`config.mk`:
```
export PLATFORM = sky130hd
export DESIGN_NAME = hrr_front
export DESIGN_NICKNAME = d
export VERILOG_FILES = /design/src/rtl/hue_range_recolor_defines.svh /design/src/rtl/hrr_pkg.sv /design/src/rtl/hrr_front.sv
export SDC_FILE = /design/constraint.sdc
export NUM_CORES = 1
export LEC_CHECK = 0
export ABC_CLOCK_PERIOD_IN_PS = 14000
export BUFFER_PORTS_ARGS = -buffer_cell sky130_fd_sc_hd__buf_2
export CAP_MARGIN = 5
export CORE_MARGIN = 5
export CORE_UTILIZATION = 35
export DETAILED_ROUTE_END_ITERATION = 8
export PLACE_DENSITY = 0.58
export SYNTH_ARGS = -nofsm -noshare
export SYNTH_HDL_FRONTEND = slang
export SYNTH_SLANG_ARGS = --single-unit
export TNS_END_PERCENT = 10
```
`constraint.sdc`:
```
create_clock -name i_clk -period 14 [get_ports i_clk]
set_input_delay 2.1 -clock i_clk [delete_from_list [all_inputs] [get_ports i_clk]]
set_output_delay 2.1 -clock i_clk [all_outputs]
set_load 0.05 [all_outputs]
```
`src/rtl/hue_range_recolor_defines.svh`:
```
// assertion macros for the hue recolor block
`ifndef HUE_RANGE_RECOLOR_DEFINES_SVH
`define HUE_RANGE_RECOLOR_DEFINES_SVH
`ifndef NO_ASSERTIONS
`define HRR_ASSERT_IMP(lbl, ante, cons, msg) \
    lbl: assert property (@(posedge i_clk) disable iff (!i_rst_n) (ante) |-> (cons)) \
        else $error(msg);
`define HRR_ASSERT_NEXT(lbl, ante, cons, msg) \
    lbl: assert property (@(posedge i_clk) disable iff (!i_rst_n) (ante) |=> (cons)) \
        else $error(msg);
`else
`define HRR_ASSERT_IMP(lbl, ante, cons, msg)
`define HRR_ASSERT_NEXT(lbl, ante, cons, msg)
`endif
`endif

```
`src/rtl/hrr_pkg.sv`:
```
`default_nettype none
package hrr_pkg;
    localparam int DW = 8;
    localparam logic [16:0] ONE_Q16 = 17'h10000;
    localparam logic [20:0] RECIP15 = 21'h111111;
    localparam logic [1:0] REG_HUE_LOW   = 2'd0;
    localparam logic [1:0] REG_HUE_HIGH  = 2'd1;
    localparam logic [1:0] REG_HUE_SHIFT = 2'd2;

    typedef struct packed {
        logic [7:0] red;
        logic [7:0] green;
        logic [7:0] blue;
        logic [7:0] alpha;
        logic [7:0] mx;
        logic       gray;
    } t_pix;
endpackage
`default_nettype wire

```
`src/rtl/hrr_front.sv`:
```
`default_nettype none
module hrr_front #(
    parameter int FRAC_BITS = 6,
    parameter int STEPS     = 16
) (
    input  wire                       i_clk,
    input  wire                       i_rst_n,
    input  wire                       i_valid,
    output logic                      o_ready,
    input  wire  [7:0]                i_red,
    input  wire  [7:0]                i_green,
    input  wire  [7:0]                i_blue,
    input  wire  [7:0]                i_alpha,
    output logic                      o_valid,
    input  wire                       i_ready,
    output logic [STEPS+7:0]          o_num_hue,
    output logic [7:0]                o_den_hue,
    output logic [STEPS+7:0]          o_num_sat,
    output logic [7:0]                o_den_sat,
    output hrr_pkg::t_pix             o_pix
);
    import hrr_pkg::*;
    localparam int XW = STEPS + DW;

    logic              r_v1, r_v2, en1, en2;
    t_pix              r1_pix, r2_pix, n1_pix;
    logic [8:0]        r1_base, n1_base;
    logic signed [8:0] r1_num, n1_num;
    logic [7:0]        r1_d, n1_mn;
    logic [XW-1:0]     r2_num_hue, r2_num_sat, n2_num_hue;
    logic [16:0]       prod_bd;
    logic signed [18:0] sixty_n, acc;

    assign en2     = !r_v2 || i_ready;
    assign en1     = !r_v1 || en2;
    assign o_ready = en1;

    // max, min and hue sector
    always_comb begin
        n1_pix.red   = i_red;
        n1_pix.green = i_green;
        n1_pix.blue  = i_blue;
        n1_pix.alpha = i_alpha;
        n1_pix.mx    = i_red;
        n1_mn        = i_red;
        if (i_green > n1_pix.mx) n1_pix.mx = i_green;
        if (i_blue > n1_pix.mx) n1_pix.mx = i_blue;
        if (i_green < n1_mn) n1_mn = i_green;
        if (i_blue < n1_mn) n1_mn = i_blue;
        n1_pix.gray = (n1_pix.mx == n1_mn);
        if (n1_pix.mx == i_red) begin
            n1_base = (i_green >= i_blue) ? 9'd0 : 9'd360;
            n1_num  = $signed({1'b0, i_green}) - $signed({1'b0, i_blue});
        end else if (n1_pix.mx == i_green) begin
            n1_base = 9'd120;
            n1_num  = $signed({1'b0, i_blue}) - $signed({1'b0, i_red});
        end else begin
            n1_base = 9'd240;
            n1_num  = $signed({1'b0, i_red}) - $signed({1'b0, i_green});
        end
    end

    always_comb begin
        prod_bd    = 17'(r1_base) * 17'(r1_d);
        sixty_n    = 19'({{10{r1_num[8]}}, r1_num}) * 19'sd60;
        acc        = $signed({2'b00, prod_bd}) + sixty_n;
        n2_num_hue = XW'(acc[16:0]) << FRAC_BITS;
    end

    always_ff @(posedge i_clk) begin
        if (!i_rst_n) begin
            r_v1 <= 1'b0;
            r_v2 <= 1'b0;
        end else begin
            if (en1) r_v1 <= i_valid;
            if (en2) r_v2 <= r_v1;
        end
    end

    always_ff @(posedge i_clk) begin
        if (en1) begin
            r1_pix  <= n1_pix;
            r1_base <= n1_base;
            r1_num  <= n1_num;
            r1_d    <= n1_pix.mx - n1_mn;
        end
        if (en2) begin
            r2_pix     <= r1_pix;
            r2_num_hue <= n2_num_hue;
            r2_num_sat <= XW'(r1_d) << 16;
            o_den_hue  <= r1_d;
        end
    end

    assign o_valid   = r_v2;
    assign o_num_hue = r2_num_hue;
    assign o_num_sat = r2_num_sat;
    assign o_den_sat = r2_pix.mx;
    assign o_pix     = r2_pix;
endmodule
`default_nettype wire

```
==> reports/metrics.yaml <==
status: "completed"
die_area_um2: 30600
dieHeight_um: 175
crit_chain: "buf_2 > inv_1 > ha_1 > a21oi_1 > o221ai_2 > o21ai_1 > nor2_1 > a21oi_1 > ha_1 > and3_1 > a221o_1 > a21oi_1 > o21a_1 > a31oi_4 > a21oi_1 > inv_1 > ha_1 > a21o_1 > a21oi_1 > o21ai_0 > o21ai_0 > nand2b_1 > a21oi_1 > xor2_1"
antenna_found_initial: 0
min_path_type: "register to register"
dieWidth_um: 175
critical_path.endpoint: "r1_d[7]$_DFFE_PP_"
final_common_cell: "inv_1"
busiest_layer: "met2"
finalCritPeriodShare: 0.527
cp_common_cell: "a21oi_1"
ys_seq_area_frac: 0.405
yosys.area.top_type: "edfxtp_1"
rows: 60
grt.total_usage: 0.140
cts_resized: 0
synthesis.area_um2: 9510
finalSetupViolations: 0
place_congestion: 0.906
grt_pass1_vias: 6347
path_clk_slew_ns: 0.06
fin_setup_tns_ns: 0
grt_pass1_wl_mm: 34.0
crit_family: "compound AO/OA/AOI/OAI gates"
r2r_start: "r1_num[3]$_DFFE_PP_"
reg2reg_depth: 25
fin_crit_ns: 7.37
clk_path_buf_depth: 2
rr_endpoint: "o_num_hue[22]$_DFFE_PP_"
fin_worst_skew_ns: 0.0110
worst-path-stages: 24
synth_edf_count: 127
yosysUniqueCellTypes: 54
slew_headroom: 0.325
coreArea_um2: 26900
synth_area_leaders: "edfxtp_1 (40%), ha_1 (13%), fa_1 (12%)"
nNetsFinal: 1145
diodes: 0
cts_hold_buf: 0
crit_arrival_ns: 7.53
ys.flop_type: "edfxtp_1"
grtUsageMet2: 0.224
critPathSlowestCell: "o21ai_1"
io_buffers: 117
grt_max_degree: 65
critPathMaxFanout: 16
cts-root-buf: "clkbuf_16"
synth_top_area_share: 0.401
drive_gt1_frac: 0.181
cpPeakStageDelay_ns: 0.83
dp.final_hpwl_mm: 16.2
area_growth_pct: 14.4
avgSynthCellArea_um2: 11.3
clkLatencyLatePin_ns: 0.42
initial_core_util: 0.354
cts-buffers-inserted: 17
seq_area_um2: 3850
final_cell_mix: "inv_1 (131), edfxtp_1 (127), buf_2 (117)"
grtUsageMet1: 0.189
wl_mm: 20.7
drt_iter0_markers: 414
critPathBufInv: 3
nFillCells: 2656
drtPass1Iterations: 5
cp-end-kind: "register"
max_freq_ghz: 0.136
grt_overflow_total: 0
wl_per_cell_um: 15.8
use_met3: 0.0266
tightest_slew_ns: 1.01
critical_path_class: "input port to register"
clock_sinks: 129
num_vias: 6139
ys_ff_latch: 129
h-tree-depth: 4
syn_inst: 842
multiInputGateArea_um2: 4890
ff2ff_setup_slack_ns: 7.56
final_hold_viol_count: 0
maxCapViolCount: 0
drc: 0
pin_count: 143
drv_slew: 0
startpoint_type: "input port"
yosys_warnings: 0
async_flop_share: 0
detail-route-antenna-nets: 0
cts_tree: "yes"
grt_setup_unrepaired: "no"
post_cts_buffers: 0
worstPathRequired_ns: 14.15
critPathLaunch: "i_green[4]"
vias_per_cell: 4.68
==> worst min path at each step <==
| stage | from | end | slack (ns) | cells past startpoint |
|---|---|---|---|---|
| 6_report | r1_pix[7]$_DFFE_PP_ | o_den_sat[6]$_DFFE_PP_ | 0.41 | 0 |
| 3_3_place_gp | r1_pix[10]$_DFFE_PP_ | o_pix[10]$_DFFE_PP_ | 0.40 | 0 |
| 2_1_floorplan | r1_pix[1]$_DFFE_PP_ | o_den_sat[0]$_DFFE_PP_ | 0.40 | 0 |
| 3_5_place_dp | r1_pix[21]$_DFFE_PP_ | o_pix[21]$_DFFE_PP_ | 0.40 | 0 |
| 5_1_grt | r1_pix[21]$_DFFE_PP_ | o_pix[21]$_DFFE_PP_ | 0.42 | 0 |
| 4_1_cts | r1_pix[21]$_DFFE_PP_ | o_pix[21]$_DFFE_PP_ | 0.41 | 0 |
==> routing by layer <==
layer | share of wire | routed length (um) | up-vias
met5 | 0 | 0 | -
met4 | 0.026 | 532 | 0
met3 | 0.052 | 1070 | 31
met2 | 0.46 | 9490 | 176
met1 | 0.46 | 9620 | 2899
li1 | - | - | 3033
==> synth_stat cells (2+ instances only) <==
library cell / n
a21o_1: 17
nor2b_1: 10
inv_1: 132
nand2_1: 43
o21ai_0: 25
a211oi_1: 2
mux2i_1: 26
nor2_1: 29
and2_1: 24
xor2_1: 23
and3_1: 3
nand3_1: 6
edfxtp_1: 127
mux2_2: 5
or3_1: 3
a222oi_1: 3
a21oi_1: 56
nor3_1: 7
nand3b_1: 2
xnor2_1: 40
clkbuf_1: 5
o21ai_1: 3
dfxtp_1: 2
and4_1: 2
o21a_1: 5
buf_4: 42
a21boi_0: 3
nand4_1: 4
o2111ai_1: 3
nand2b_1: 9
or2_2: 6
ha_1: 97
fa_1: 55
o21bai_1: 3
==> final cells by class <==
cell class | count | area share
clock buffers | 17 | 0.0391
clock inverters | 15 | 0.0145
inverters | 133 | 0.0461
multi-input cells | 555 | 0.450
flip-flops and latches | 129 | 0.354
well taps | 341 | 0.0392
repair buffers | 121 | 0.0566
==> state kept, by name (all words and copies together), names as in the netlist <==
| register | cells |
|---|---|
| o_valid | 1 |
| o_num_sat | 8 |
| o_den_sat | 8 |
| r_v1 | 1 |
| o_pix | 33 |
| r1_num | 9 |
| r1_base | 5 |
| r1_pix | 41 |
| r1_d | 8 |
| o_num_hue | 15 |
==> cell families after synthesis <==
logic type,synth area share
DFF,0.405
adders and majority gates,0.244
xor gates and xnor gates,0.0580
other,0.000395
and+or+nand+nor,0.0829
buffers and inverters,0.0896
muxes,0.0349
AOI/OAI and AO/OA,0.0852
==> worst reg2reg max path, delay by kind of cell (launching register included) <==
family	cells	cell delay, ns
compound gates	8	1.56
xor+xnor	2	0.22
simple gates	2	0.24
fa+ha+maj	8	3.34
flops	1	0.49
buf+inv	5	0.33
==> stage by stage <==
step	setup WS [ns]	hold slack (ns)	util	cell area (um2)	std cells
detailed placement	6.30	0.405	0.383	10300	1279
global placement	6.43	0.400	0.383	10300	1279
finish	6.63	0.414	0.405	10900	1311
floorplan	7.05	0.400	-	9600	866
global route	6.22	0.418	0.405	10900	1311
CTS	6.72	0.413	0.405	10900	1311
Power is left out: the tool's default activity adds up to more than one toggle a clock period on the data nets, which glitch-free logic cannot reach.
