===== config.mk =====
export PLATFORM = sky130hd
export DESIGN_NAME = hrr_divpipe
export DESIGN_NICKNAME = d
export VERILOG_FILES = /design/src/rtl/hue_range_recolor_defines.svh /design/src/rtl/hrr_pkg.sv /design/src/rtl/hrr_divpipe.sv
export SDC_FILE = /design/constraint.sdc
export NUM_CORES = 2
export LEC_CHECK = 0
export ABC_CLOCK_PERIOD_IN_PS = 7200
export BUFFER_PORTS_ARGS = -buffer_cell sky130_fd_sc_hd__buf_4
export CAP_MARGIN = 10
export CORE_AREA = 4 4 366 368
export DETAILED_ROUTE_END_ITERATION = 10
export DIE_AREA = 0 0 370 372
export GPL_TIMING_DRIVEN = 0
export PLACE_DENSITY = 0.68
export SLEW_MARGIN = 30
export SYNTH_ARGS = -nofsm -noshare
export SYNTH_HDL_FRONTEND = slang
export SYNTH_SLANG_ARGS = --single-unit

===== constraint.sdc =====
create_clock -name i_clk -period 7.2 [get_ports i_clk]
set_clock_uncertainty 0.2 [all_clocks]
set_input_delay 1.44 -clock i_clk [delete_from_list [all_inputs] [get_ports i_clk]]
set_output_delay 1.44 -clock i_clk [all_outputs]
set_load 0.05 [all_outputs]

===== src/rtl/hue_range_recolor_defines.svh =====
// assertion macros for the hue recolor block
`ifndef HUE_RANGE_RECOLOR_DEFINES_SVH
`define HUE_RANGE_RECOLOR_DEFINES_SVH
`ifndef NO_ASSERTIONS
`define HRR_ASSERT_IMP(lbl, ante, cons, msg) \
    lbl: assert property (@(posedge i_clk) disable iff (!i_rst_n) (ante) |-> (cons)) \
        else $error(msg);
`define HRR_ASSERT_NEXT(lbl, ante, cons, msg) \
    lbl: assert property (@(posedge i_clk) disable iff (!i_rst_n) (ante) |=> (cons)) \
        else $error(msg);
`else
`define HRR_ASSERT_IMP(lbl, ante, cons, msg)
`define HRR_ASSERT_NEXT(lbl, ante, cons, msg)
`endif
`endif


===== src/rtl/hrr_pkg.sv =====
`default_nettype none
package hrr_pkg;
    localparam int DW = 8;
    localparam logic [16:0] ONE_Q16 = 17'h10000;
    localparam logic [20:0] RECIP15 = 21'h111111;
    localparam logic [1:0] REG_HUE_LOW   = 2'd0;
    localparam logic [1:0] REG_HUE_HIGH  = 2'd1;
    localparam logic [1:0] REG_HUE_SHIFT = 2'd2;

    typedef struct packed {
        logic [7:0] red;
        logic [7:0] green;
        logic [7:0] blue;
        logic [7:0] alpha;
        logic [7:0] mx;
        logic       gray;
    } t_pix;
endpackage
`default_nettype wire


===== src/rtl/hrr_divpipe.sv =====
`default_nettype none
module hrr_divpipe #(
    parameter int STEPS = 16
) (
    input  wire                 i_clk,
    input  wire                 i_rst_n,
    input  wire                 i_valid,
    output logic                o_ready,
    input  wire  [STEPS+7:0]    i_num_a,
    input  wire  [7:0]          i_den_a,
    input  wire  [STEPS+7:0]    i_num_b,
    input  wire  [7:0]          i_den_b,
    input  hrr_pkg::t_pix       i_pix,
    output logic                o_valid,
    input  wire                 i_ready,
    output logic [STEPS-1:0]    o_quo_a,
    output logic [STEPS-1:0]    o_quo_b,
    output hrr_pkg::t_pix       o_pix
);
    import hrr_pkg::*;
    localparam int XW = STEPS + DW;

    // one restoring step: upper bits are the remainder, quotient bits enter at the bottom
    function automatic logic [XW-1:0] div_step(input logic [XW-1:0] x, input logic [DW-1:0] den);
        logic [DW:0] t;
        logic [DW:0] nr;
        logic        ge;
        t  = {x[XW-1:STEPS], x[STEPS-1]};
        ge = (t >= {1'b0, den});
        nr = ge ? (t - {1'b0, den}) : t;
        return {nr[DW-1:0], x[STEPS-2:0], ge};
    endfunction

    logic [XW-1:0] r_xa [STEPS];
    logic [XW-1:0] r_xb [STEPS];
    logic [DW-1:0] r_da [STEPS];
    logic [DW-1:0] r_db [STEPS];
    t_pix          r_pix [STEPS];
    logic [STEPS-1:0] r_v, en;

    always_comb begin
        en[STEPS-1] = !r_v[STEPS-1] || i_ready;
        for (int k = STEPS - 2; k >= 0; k--) begin
            en[k] = !r_v[k] || en[k+1];
        end
    end

    assign o_ready = en[0];

    for (genvar k = 0; k < STEPS; k++) begin : g_step
        logic [XW-1:0] src_a, src_b;
        logic [DW-1:0] src_da, src_db;
        t_pix          src_pix;
        logic          src_v;
        if (k == 0) begin : g_first
            assign src_a   = i_num_a;
            assign src_b   = i_num_b;
            assign src_da  = i_den_a;
            assign src_db  = i_den_b;
            assign src_pix = i_pix;
            assign src_v   = i_valid;
        end else begin : g_next
            assign src_a   = r_xa[k-1];
            assign src_b   = r_xb[k-1];
            assign src_da  = r_da[k-1];
            assign src_db  = r_db[k-1];
            assign src_pix = r_pix[k-1];
            assign src_v   = r_v[k-1];
        end
        always_ff @(posedge i_clk) begin
            if (!i_rst_n) begin
                r_v[k] <= 1'b0;
            end else if (en[k]) begin
                r_v[k] <= src_v;
            end
        end
        always_ff @(posedge i_clk) begin
            if (en[k]) begin
                r_xa[k]  <= div_step(src_a, src_da);
                r_xb[k]  <= div_step(src_b, src_db);
                r_da[k]  <= src_da;
                r_db[k]  <= src_db;
                r_pix[k] <= src_pix;
            end
        end
    end

    assign o_valid = r_v[STEPS-1];
    assign o_quo_a = r_xa[STEPS-1][STEPS-1:0];
    assign o_quo_b = r_xb[STEPS-1][STEPS-1:0];
    assign o_pix   = r_pix[STEPS-1];
endmodule
`default_nettype wire


==> impl_summary.txt <==
----------------------------------------------------
[Timing]
  Worst slew slack as a fraction of its limit ... a little under half
  Max Slew Vio Count ... 0
  RSZ-0062 raised after global routing ... no
  Achievable clock frequency ... 164.2 MHz
  Transition time of the tightest slew-check pin ... between 800 and 900 ps
  Finish-stage setup viols ... 0
  Final Hold Viols ... 0
  Tcrit/Tclk final ... 84.60%
  Shortest period the worst path allows ... 6091 ps

[CTS]
  Number of H-tree levels ... 4
  Clock slew at reported path FFs ... 60 ps
  Clock tree buffer depth ... 3
  Sinks on Clock Net ... 1664
  Clk Tree Root Cell ... clkbuf_16
  Number of hold buffers added after CTS ... 0
  CTS tree ... done
  Skew-Pair Late Insertion Delay ... 790 ps
  Post-CTS setup buffer count ... 0
  Total CTS buffers ... 165
  CTS-repair resized insts ... 0

[Finish]
  Non-filler instance count after layout ... 6020
  Net count of the finished layout ... 4534
  Layout cell share with drive strength beyond 1 ... between 15 and 20%
  Area growth from synthesis to final layout ... 14.69%
  Post-route core utilization ... 56.98%
  Most frequent cells in the layout ... edfxtp_1 (1648), inv_1 (328), ha_1 (256)
  Most frequent standard cell in the layout excluding fill and tap cells ... edfxtp_1

[Synth]
  Count of unique library cells instantiated by Yosys ... 51
  Sequential element share of the synthesized area ... 76.65%
  Synthesized cell area ... 64980 um2
  Number of flip-flops and latches in the synthesized netlist ... 1664
  Most instantiated flip-flop cell in the synthesis netlist ... edfxtp_1
  Number of enable-type register cells in the synthesized netlist ... 1648
  Synth warnings ... 0
  Mean post-synth cell area ... 17.31 um2
  Post-synthesis instance total ... about 3800
  Syn Nets ... 4149
  Async S/R FF share, synth ... 0%

[Pwr]
  Highest ir drop seen on vdd ... 0.2435 mV
  Pleak ... around 28 nW
  Cell Pwr Density ... 387.0 nW/um2

[Critical path]
  CP Max Fanout ... 81
  Launching element type of the critical path ... input port
  Crit path from ... i_ready
  WP data required ... 5560 ps
  Reg-to-Reg Start ... g_step[15].src_v
  Worst setup path endpoint ... o_ready
  Nature of the critical path endpoint ... output port
  Data arrival time of the critical path ... roughly 4500 ps
  Critical path class ... input port to output port
  Critical R2R Capture ... r_pix[0][99]
  Worst Reg-to-Reg Cells ... 9
  Slack of the worst reg-to-reg path ... 3570 ps

[Floorplan]
  Die Height ... 372 um
  Die X ... 370 um
  Ports placed on the boundary ... roughly 180
  Core area ... 130800 um2
  Area of the die ... 137600 um2
  Starting Density ... 49.68%
  Cell Rows ... 133

[Routing]
  Via count ... 31347
  Number of vias per cell after detailed routing ... 5.207
  Post-Route WL ... 102600 um
  DRC viols ... 0
  Iteration-0 DRC count of the detailed router ... 1604
  Number of routed nets with antenna violations ... 0
  Routed wire per std cell ... 17.04 um
  1st-pass router iterations ... 6

[Placed design]
  Routability congestion estimate from global placement ... 0.8785
  Detailed placement HPWL ... slightly below 70000 um
  Number of placed cells counting well taps ... ~5700
  Buffers on Ports ... 183

[Global route]
  Total overflow reported by the global router ... 0
  Maximum number of pins on one net before global-route repair ... 82
  Total track usage ... roughly 15%
  Antenna violations before repair ... 2
  Global-route wire length before repair ... 163700 um
  Number of global-route vias before repair ... around 32000

[Worst hold path]
  Class of the tightest hold or removal check ... flip-flop to flip-flop

[Status]
  Run status ... completed

[Job]
  Total of max-cap violations ... 0

----------------------------------------------------
-- logic make-up after synthesis --
| family | synth area share [%] |
|---|---|
| fa+ha+maj | 5.854 |
| compound gates | 6.131 |
| flops | 76.65 |
| xor+xnor | 0.4044 |
| mux | 3.892 |
| simple gates | 5.103 |
| buf+inv | 1.962 |
-- routing by layer --
layer	global-route usage (%)	part of all wire [%]	up-vias
met5	0	0.013	-
met4	6.207	3.4	2
met3	3.180	4.7	209
met2	25.79	49	613
met1	18.76	43	15210
li1	-	-	15313
-- critical path, stage by stage --
cell and delay [ps]:
buf_4 110, and4b_4 400, and2_4 230, and3_1 190, buf_6 150, inv_8 110
nor3_4 490, and4_4 400, nand2_8 210, buf_16 300, buf_4 280
-- registers in the layout, indices dropped and copies added (netlist names) --
| register | flops |
|---|---|
| r_da | 120 |
| r_xb | 376 |
| r_xa | 376 |
| o_valid | 1 |
| r_db | 120 |
| r_pix | 656 |
| g_step.src_v | 15 |
-- per-stage QoR --
step	worst slack, ps	setup TNS, ps	total power (W)	hold WS [ps]	area (um2)
after floorplan	465.0	0	0.01924	200.3	64980
final	1109	0	0.02884	165.9	74520
after detailed placement	1107	0	0.02094	204.5	69370
after CTS	1095	0	0.02911	159.2	74520
after global placement	-2543	-824710	0.02070	200.0	68550
after global routing	974.7	0	0.03050	178.4	74520
-- power breakdown --
part	internal (W)	total, W	switching [W]
combinational	0.00334	0.00720	0.00387
sequential	0.0129	0.0136	0.000674
clock	0.00452	0.00803	0.00350
-- how the worst min path moves through the flow --
stage / start / to / slack (ps) / cells after the start
final: r_xa[1][48] / r_xa[1][73] / 170 / 0
after global routing: r_xa[1][48] / r_xa[1][73] / 180 / 0
after CTS: r_xa[1][48] / r_xa[1][73] / 160 / 0
after detailed placement: r_pix[0][61] / r_pix[0][102] / 200 / 0
after global placement: r_pix[1][66] / r_pix[1][107] / 200 / 0
after floorplan: r_pix[0][59] / r_pix[0][100] / 200 / 0
-- synth_stat cells, types with 2 or more instances --
cell type  number  share of area [%]
nand2b_1        2              0.019
or2_2          29               0.28
ha_1          256                4.9
fa_1           30               0.92
a31oi_1         2              0.019
or4b_2         25               0.39
o41ai_4         4               0.17
edfxtp_1     1648                 76
nand3_1        34               0.26
o31ai_1        31               0.36
nor3_1         65               0.50
xnor2_1        30               0.40
or4_1           5              0.058
a21boi_0       11               0.13
a21o_1          2              0.023
o21ai_2        24               0.32
nor2b_4         4              0.085
and2_1          2              0.019
mux2i_1        85                1.3
a32oi_1        25               0.34
o211ai_1        5              0.058
mux2_2        149                2.6
or3_1          24               0.23
nand2_1        41               0.24
nand4_1        62               0.60
dfxtp_1        16               0.49
nor4_1         24               0.23
o21ai_0       149                1.1
a211oi_1       77               0.89
and3_1          3              0.029
a21oi_1        75               0.58
o21a_1         98                1.1
nor2_1        219                1.3
a2bb2oi_1       2              0.027
nor2b_1        86               0.83
inv_1         334                1.9
o31a_1         59               0.80
a311oi_1        4              0.054
-- final cells by class --
class | instances | area [um2]
fill | 10002 | 56280
antenna | 1 | 2.502
timing repair buffer | 218 | 2072
multi-input combinational | 1753 | 13970
clock buffer | 202 | 4289
buffer | 2 | 15.01
clock inverter | 90 | 862.1
tap | 1755 | 2196
inverter | 335 | 1305
sequential | 1664 | 49810
Note: power is estimated with default switching activity, not from simulation.
