**config.mk**
```make
export PLATFORM = sky130hd
export DESIGN_NAME = hrr_hsv2rgb
export DESIGN_NICKNAME = d
export VERILOG_FILES = /design/src/rtl/hue_range_recolor_defines.svh /design/src/rtl/hrr_pkg.sv /design/src/rtl/hrr_hsv2rgb.sv
export SDC_FILE = /design/constraint.sdc
export NUM_CORES = 2
export LEC_CHECK = 0
export ABC_AREA = 1
export BUFFER_PORTS_ARGS = -buffer_cell sky130_fd_sc_hd__buf_4
export CAP_MARGIN = 20
export CORE_UTILIZATION = 66
export CTS_CLUSTER_DIAMETER = 50
export DETAILED_ROUTE_END_ITERATION = 10
export GPL_TIMING_DRIVEN = 0
export PLACE_DENSITY = 0.82
export SYNTH_ARGS = -nofsm -noshare
export SYNTH_HDL_FRONTEND = slang
export SYNTH_SLANG_ARGS = --single-unit
```
**constraint.sdc**
```tcl
create_clock -name i_clk -period 18.4 [get_ports i_clk]
set_input_delay 2.76 -clock i_clk [delete_from_list [all_inputs] [get_ports i_clk]]
set_output_delay 2.76 -clock i_clk [all_outputs]
set_load 0.01 [all_outputs]
```
**src/rtl/hue_range_recolor_defines.svh**
```systemverilog
// assertion macros for the hue recolor block
`ifndef HUE_RANGE_RECOLOR_DEFINES_SVH
`define HUE_RANGE_RECOLOR_DEFINES_SVH
`ifndef NO_ASSERTIONS
`define HRR_ASSERT_IMP(lbl, ante, cons, msg) \
    lbl: assert property (@(posedge i_clk) disable iff (!i_rst_n) (ante) |-> (cons)) \
        else $error(msg);
`define HRR_ASSERT_NEXT(lbl, ante, cons, msg) \
    lbl: assert property (@(posedge i_clk) disable iff (!i_rst_n) (ante) |=> (cons)) \
        else $error(msg);
`else
`define HRR_ASSERT_IMP(lbl, ante, cons, msg)
`define HRR_ASSERT_NEXT(lbl, ante, cons, msg)
`endif
`endif

```
**src/rtl/hrr_pkg.sv**
```systemverilog
`default_nettype none
package hrr_pkg;
    localparam int DW = 8;
    localparam logic [16:0] ONE_Q16 = 17'h10000;
    localparam logic [20:0] RECIP15 = 21'h111111;
    localparam logic [1:0] REG_HUE_LOW   = 2'd0;
    localparam logic [1:0] REG_HUE_HIGH  = 2'd1;
    localparam logic [1:0] REG_HUE_SHIFT = 2'd2;

    typedef struct packed {
        logic [7:0] red;
        logic [7:0] green;
        logic [7:0] blue;
        logic [7:0] alpha;
        logic [7:0] mx;
        logic       gray;
    } t_pix;
endpackage
`default_nettype wire

```
**src/rtl/hrr_hsv2rgb.sv**
```systemverilog
`default_nettype none
module hrr_hsv2rgb #(
    parameter int FRAC_BITS = 6
) (
    input  wire                     i_clk,
    input  wire                     i_rst_n,
    input  wire                     i_valid,
    output logic                    o_ready,
    input  wire  [FRAC_BITS+8:0]    i_hue,
    input  wire  [16:0]             i_sat,
    input  hrr_pkg::t_pix           i_pix,
    input  wire  [8:0]              i_hue_low,
    input  wire  [8:0]              i_hue_high,
    input  wire  [8:0]              i_hue_shift,
    output logic                    o_valid,
    input  wire                     i_ready,
    output logic [7:0]              o_red,
    output logic [7:0]              o_green,
    output logic [7:0]              o_blue,
    output logic [7:0]              o_alpha,
    output logic                    o_recolored
);
    import hrr_pkg::*;
    localparam int HW = FRAC_BITS + 9;
    localparam int MW = FRAC_BITS + 6;
    localparam int NSTG = 6;
    localparam logic [HW:0]   FULL  = (HW+1)'(360) << FRAC_BITS;
    localparam logic [HW-1:0] SIXTY = HW'(60) << FRAC_BITS;
    localparam logic [2:0] SEC_R_TO_Y = 3'd0;
    localparam logic [2:0] SEC_Y_TO_G = 3'd1;
    localparam logic [2:0] SEC_G_TO_C = 3'd2;
    localparam logic [2:0] SEC_C_TO_B = 3'd3;
    localparam logic [2:0] SEC_B_TO_M = 3'd4;

    function automatic logic [7:0] chan(input logic [16:0] x);
        logic [24:0] p;
        p = ({x, 8'd0}) - 25'(x);
        return (p[24:16] > 9'd255) ? 8'd255 : p[23:16];
    endfunction

    logic [NSTG-1:0] r_v, en;
    always_comb begin
        en[NSTG-1] = !r_v[NSTG-1] || i_ready;
        for (int k = NSTG - 2; k >= 0; k--) begin
            en[k] = !r_v[k] || en[k+1];
        end
    end
    assign o_ready = en[0];

    always_ff @(posedge i_clk) begin
        if (!i_rst_n) begin
            r_v <= '0;
        end else begin
            if (en[0]) r_v[0] <= i_valid;
            for (int k = 1; k < NSTG; k++) begin
                if (en[k]) r_v[k] <= r_v[k-1];
            end
        end
    end

    // stage 1: range test, shift with wrap, sector and remainder
    logic [HW:0]   n_sum;
    logic [HW-1:0] n_hs, n_off;
    logic [2:0]    n_sec;
    logic [MW-1:0] n_m;
    logic          n_sel;
    logic [19:0]   r1_y;
    logic [2:0]    r1_sec, r2_sec, r3_sec, r4_sec, r5_sec;
    logic [16:0]   r1_v, r2_v, r3_v, r4_v, r5_v;
    logic [16:0]   r1_s, r2_s, r3_s;
    t_pix          r1_pix, r2_pix, r3_pix, r4_pix, r5_pix;
    logic          r1_sel, r2_sel, r3_sel, r4_sel, r5_sel;

    always_comb begin
        n_sel = !i_pix.gray && (i_hue >= (HW'(i_hue_low) << FRAC_BITS))
                && (i_hue <= (HW'(i_hue_high) << FRAC_BITS));
        n_sum = (HW+1)'(i_hue) + ((HW+1)'(i_hue_shift) << FRAC_BITS);
        if (n_sum >= (FULL << 1)) n_sum = n_sum - (FULL << 1);
        else if (n_sum >= FULL) n_sum = n_sum - FULL;
        n_hs = n_sum[HW-1:0];
        if (n_hs >= HW'(5 * SIXTY)) begin
            n_sec = 3'd5;
            n_off = HW'(5 * SIXTY);
        end else if (n_hs >= HW'(4 * SIXTY)) begin
            n_sec = 3'd4;
            n_off = HW'(4 * SIXTY);
        end else if (n_hs >= HW'(3 * SIXTY)) begin
            n_sec = 3'd3;
            n_off = HW'(3 * SIXTY);
        end else if (n_hs >= HW'(2 * SIXTY)) begin
            n_sec = 3'd2;
            n_off = HW'(2 * SIXTY);
        end else if (n_hs >= SIXTY) begin
            n_sec = 3'd1;
            n_off = SIXTY;
        end else begin
            n_sec = 3'd0;
            n_off = '0;
        end
        n_m = MW'(n_hs - n_off);
    end

    always_ff @(posedge i_clk) begin
        if (en[0]) begin
            r1_y   <= 20'(n_m) << (14 - FRAC_BITS);
            r1_sec <= n_sec;
            r1_v   <= {1'b0, i_pix.mx, i_pix.mx} + 17'(|i_pix.mx);
            r1_s   <= i_sat;
            r1_pix <= i_pix;
            r1_sel <= n_sel;
        end
    end

    // stage 2: reciprocal estimate of y / 15, and p
    logic [40:0] n_qprod;
    logic [33:0] n_pprod;
    logic [16:0] r2_q0, r2_p, r3_p, r4_p, r5_p;
    logic [19:0] r2_y;
    assign n_qprod = 41'(r1_y) * 41'(RECIP15);
    assign n_pprod = 34'(r1_v) * 34'(ONE_Q16 - r1_s);

    always_ff @(posedge i_clk) begin
        if (en[1]) begin
            r2_q0  <= n_qprod[40:24];
            r2_y   <= r1_y;
            r2_p   <= n_pprod[32:16];
            r2_sec <= r1_sec;
            r2_v   <= r1_v;
            r2_s   <= r1_s;
            r2_pix <= r1_pix;
            r2_sel <= r1_sel;
        end
    end

    // stage 3: correct the estimate to get f
    logic [20:0] n_rem;
    logic [15:0] r3_f;
    assign n_rem = 21'(r2_y) - 21'(r2_q0) * 21'd15;

    always_ff @(posedge i_clk) begin
        if (en[2]) begin
            r3_f   <= 16'(r2_q0 + 17'(n_rem >= 21'd15));
            r3_p   <= r2_p;
            r3_sec <= r2_sec;
            r3_v   <= r2_v;
            r3_s   <= r2_s;
            r3_pix <= r2_pix;
            r3_sel <= r2_sel;
        end
    end

    // stage 4: f*s and (1-f)*s
    logic [32:0] n_fs, n_gs;
    logic [15:0] r4_fs;
    logic [16:0] r4_gs;
    assign n_fs = 33'(r3_f) * 33'(r3_s);
    assign n_gs = 33'(ONE_Q16 - 17'(r3_f)) * 33'(r3_s);

    always_ff @(posedge i_clk) begin
        if (en[3]) begin
            r4_fs  <= n_fs[31:16];
            r4_gs  <= n_gs[32:16];
            r4_p   <= r3_p;
            r4_sec <= r3_sec;
            r4_v   <= r3_v;
            r4_pix <= r3_pix;
            r4_sel <= r3_sel;
        end
    end

    // stage 5: q and t
    logic [33:0] n_qq, n_tt;
    logic [16:0] r5_q, r5_t;
    assign n_qq = 34'(r4_v) * 34'(ONE_Q16 - 17'(r4_fs));
    assign n_tt = 34'(r4_v) * 34'(ONE_Q16 - r4_gs);

    always_ff @(posedge i_clk) begin
        if (en[4]) begin
            r5_q   <= n_qq[32:16];
            r5_t   <= n_tt[32:16];
            r5_p   <= r4_p;
            r5_sec <= r4_sec;
            r5_v   <= r4_v;
            r5_pix <= r4_pix;
            r5_sel <= r4_sel;
        end
    end

    // stage 6: sector select and channel scaling
    logic [16:0] n_ro, n_go, n_bo;
    always_comb begin
        case (r5_sec)
            SEC_R_TO_Y: begin n_ro = r5_v; n_go = r5_t; n_bo = r5_p; end
            SEC_Y_TO_G: begin n_ro = r5_q; n_go = r5_v; n_bo = r5_p; end
            SEC_G_TO_C: begin n_ro = r5_p; n_go = r5_v; n_bo = r5_t; end
            SEC_C_TO_B: begin n_ro = r5_p; n_go = r5_q; n_bo = r5_v; end
            SEC_B_TO_M: begin n_ro = r5_t; n_go = r5_p; n_bo = r5_v; end
            default:    begin n_ro = r5_v; n_go = r5_p; n_bo = r5_q; end
        endcase
    end

    always_ff @(posedge i_clk) begin
        if (en[5]) begin
            o_red       <= r5_sel ? chan(n_ro) : r5_pix.red;
            o_green     <= r5_sel ? chan(n_go) : r5_pix.green;
            o_blue      <= r5_sel ? chan(n_bo) : r5_pix.blue;
            o_alpha     <= r5_pix.alpha;
            o_recolored <= r5_sel;
        end
    end

    assign o_valid = r_v[NSTG-1];
endmodule
`default_nettype wire

```
==> results.sh <==
export IMPL_ys_types=70
export IMPL_syn_cell_area_um2=73100
export IMPL_reg2reg_slack_ns=9.09
export IMPL_tns_ns=0
export IMPL_cts_buffers=68
export IMPL_synth_most_common_cell="inv_1"
export IMPL_layout_min_cycle_time_ns=9.37
export IMPL_period_share_pct=50.9
export IMPL_grt_usage_pct=36.8
export IMPL_grt_pass1_vias=59100
export IMPL_cts_num_sinks=547
export IMPL_synth_edff_count=541
export IMPL_core_area_um2=109000
export IMPL_drt_first_pass_iters=8
export IMPL_cts_hold_buf=0
export IMPL_synthFlopType="edfxtp_1"
export IMPL_path_cells="buf_4, nor2_1, inv_2, nor2_1, inv_4, nor2_1, inv_4, nor2_1, inv_4, nor2_1, nand2_4, buf_16, buf_4"
export IMPL_synth_nets=10100
export IMPL_cts_tree="built"
export IMPL_async_flop_share_pct=0
export IMPL_syn_to_final_growth_pct=7.26
export IMPL_post_cts_buffers=0
export IMPL_rsz0062_at_grt="false"
export IMPL_grt_pass1_wl_mm=316
export IMPL_antennaDiodeCount=0
export IMPL_cpMostUsedCell="nor2_1"
export IMPL_hold_violations=0
export IMPL_yosysTopAreaCell="fa_1"
export IMPL_synth_top_cells_by_count="2037 x inv_1, 1665 x nand2_1, 1179 x fa_1, 693 x ha_1, 691 x nor2_1"
export IMPL_grt_max_degree=99
export IMPL_worst_path_stages=13
export IMPL_cts_resized=0
export IMPL_die_w_um=335
export IMPL_layout_nets=10400
export IMPL_postSynthCellCount=8168
export IMPL_grt_ovfl_total=0
export IMPL_vias_per_cell=5.67
export IMPL_crit_required_ns=15.64
export IMPL_fmax_ghz=0.107
export IMPL_path_buf_inv=7
export IMPL_place_hpwl_mm=164
export IMPL_synthTopCellsByArea="fa_1 32%, edfxtp_1 22%, ha_1 12%"
export IMPL_r2r_cells=35
export IMPL_clock_skew_ns=0.0392
export IMPL_r2r_start="r4_fs[0]"
export IMPL_io_pins=139
export IMPL_endpoint="o_ready"
export IMPL_die_y_um=335
export IMPL_drc=0
export IMPL_drive_gt1_share_pct=4.26
export IMPL_crit_family="buffers and inverters"
export IMPL_r2r_end="r5_q[14]"
export IMPL_avgSynthCellArea_um2=8.95
export IMPL_routed_wl_mm=199
export IMPL_start_util_pct=66.9
export IMPL_place_worst_setup_slack_ns=9.06
export IMPL_netlist_area_leader_share_pct=32.3
export IMPL_slew_headroom_pct=24.2
export IMPL_vias=56100
export IMPL_tightest_slew_ns=1.12
export IMPL_hold_path_class="register to register"
export IMPL_wire_per_inst_um=20.1
export IMPL_drt_iter0_markers=5137
export IMPL_setup_viol=0
export IMPL_end_kind="primary output"
export IMPL_crit_arrival_ns=6.61
export IMPL_cts_buffer_depth=3
export IMPL_final_antenna_net_count=0
export IMPL_slew_viol_final=0
export IMPL_antenna_found_initial=3
export IMPL_htreeDepth=3
export IMPL_clk_latency_ns=0.65
export IMPL_rows=121
export IMPL_worstSetupPathType="input pin to primary output"
export IMPL_place_gp_congestion=1.01
export IMPL_status="completed"
export IMPL_worst_slack_ns=9.03
export IMPL_ys_warn_count=0
export IMPL_ys_seq_elements=547
export IMPL_synth_seq_area_share_pct=22.4
export IMPL_io_buffers=137
export IMPL_clk_pin_slew_ns=0.06
export IMPL_root_buffer="clkbuf_16"
export IMPL_worstPathMaxFanout=66
export IMPL_critPathSlowestCell="inv_2"
export IMPL_start_kind="input pin"
export IMPL_worst_path_largest_cell_delay_ns=0.62
export IMPL_maxCapViolations=0
export IMPL_die_area_um2=112000
export IMPL_cp_startpoint="i_ready"
-- per-layer routing --
| layer | track usage [%] | share of wire [%] | vias up |
|---|---|---|---|
| li1 | - | - | 25100 |
| met1 | 47.6 | 38 | 27400 |
| met2 | 57.9 | 45 | 2920 |
| met3 | 8.62 | 11 | 727 |
| met4 | 20.0 | 6.4 | 4 |
| met5 | 0 | 0.017 | - |
-- worst min path at each step --
stage	start	end	cells after the start
after floorplan	r5_pix[9]	o_alpha[0]	0
after global placement	r2_pix[13]	r3_pix[13]	0
after detailed placement	r5_pix[16]	o_alpha[7]	0
after CTS	r3_v[1]	r4_v[1]	0
after global routing	r3_pix[38]	r4_pix[38]	0
final	r4_p[8]	r5_p[8]	0
-- cells by family (layout without fill, tap and decap cells) --
| logic type | Yosys count | count (layout) | share of synthesized area (%) |
|---|---|---|---|
| and+or+nand+nor | 2679 | 2679 | 14.7 |
| adders and majority gates | 1872 | 1872 | 44.1 |
| buffers and inverters | 2308 | 2570 | 12.0 |
| DFF | 547 | 547 | 22.4 |
| AOI/OAI and AO/OA | 584 | 584 | 4.61 |
| xor gates and xnor gates | 178 | 178 | 2.15 |
-- final cells by class --
class | instances | area (um^2)
inverters | 2064 | 7760
clock buffers | 80 | 1780
fillers | 8193 | 30900
clock inverters | 40 | 499
repair buffers | 142 | 1170
plain buffers | 244 | 1010
well taps | 1476 | 1850
flip-flops and latches | 547 | 16400
multi-input cells | 5313 | 48000
-- placed cells by master (no fill, tap or decap), types with 19 or more instances in the layout --
cell type,synthesis,final
inv_1,2037,2032
nand2_1,1665,1664
fa_1,1179,1179
ha_1,693,693
nor2_1,691,691
edfxtp_1,541,541
a21oi_1,265,265
clkbuf_1,201,211
o21ai_0,148,148
buf_4,3,140
nand3_1,131,131
xor2_1,107,107
xnor2_1,69,69
clkbuf_16,0,69
nand4_1,59,59
nor3_1,43,43
clkinv_1,16,23
o21a_1,21,21
buf_1,19,19
-- registers in the layout, summed over array words and instances (netlist names), 17 cells and up --
register / cells
r3_p: 17
r5_v: 17
r1_v: 17
r4_p: 17
r1_pix: 32
r5_t: 17
r2_s: 17
r3_v: 17
r5_q: 17
r4_gs: 17
r4_pix: 32
r4_v: 17
r2_pix: 32
r5_p: 17
r5_pix: 32
r2_q0: 17
r2_v: 17
r1_s: 17
r3_pix: 32
r2_p: 17
r3_s: 17
-- through the flow --
| stage | utilization (%) | std cells | cell area, um^2 | hold slack, ns |
|---|---|---|---|---|
| 5_1_grt | 71.7 | 9906 | 78400 | 0.402 |
| 3_3_place_gp | 69.5 | 9781 | 76000 | 0.401 |
| 4_1_cts | 71.7 | 9906 | 78400 | 0.390 |
| 3_5_place_dp | 69.7 | 9786 | 76200 | 0.405 |
| 6_report | 71.7 | 9906 | 78400 | 0.396 |
| 2_1_floorplan | - | 8168 | 73100 | 0.400 |
Power is left out: the tool's default activity adds up to more than one toggle a clock period on the data nets, which glitch-free logic cannot reach.
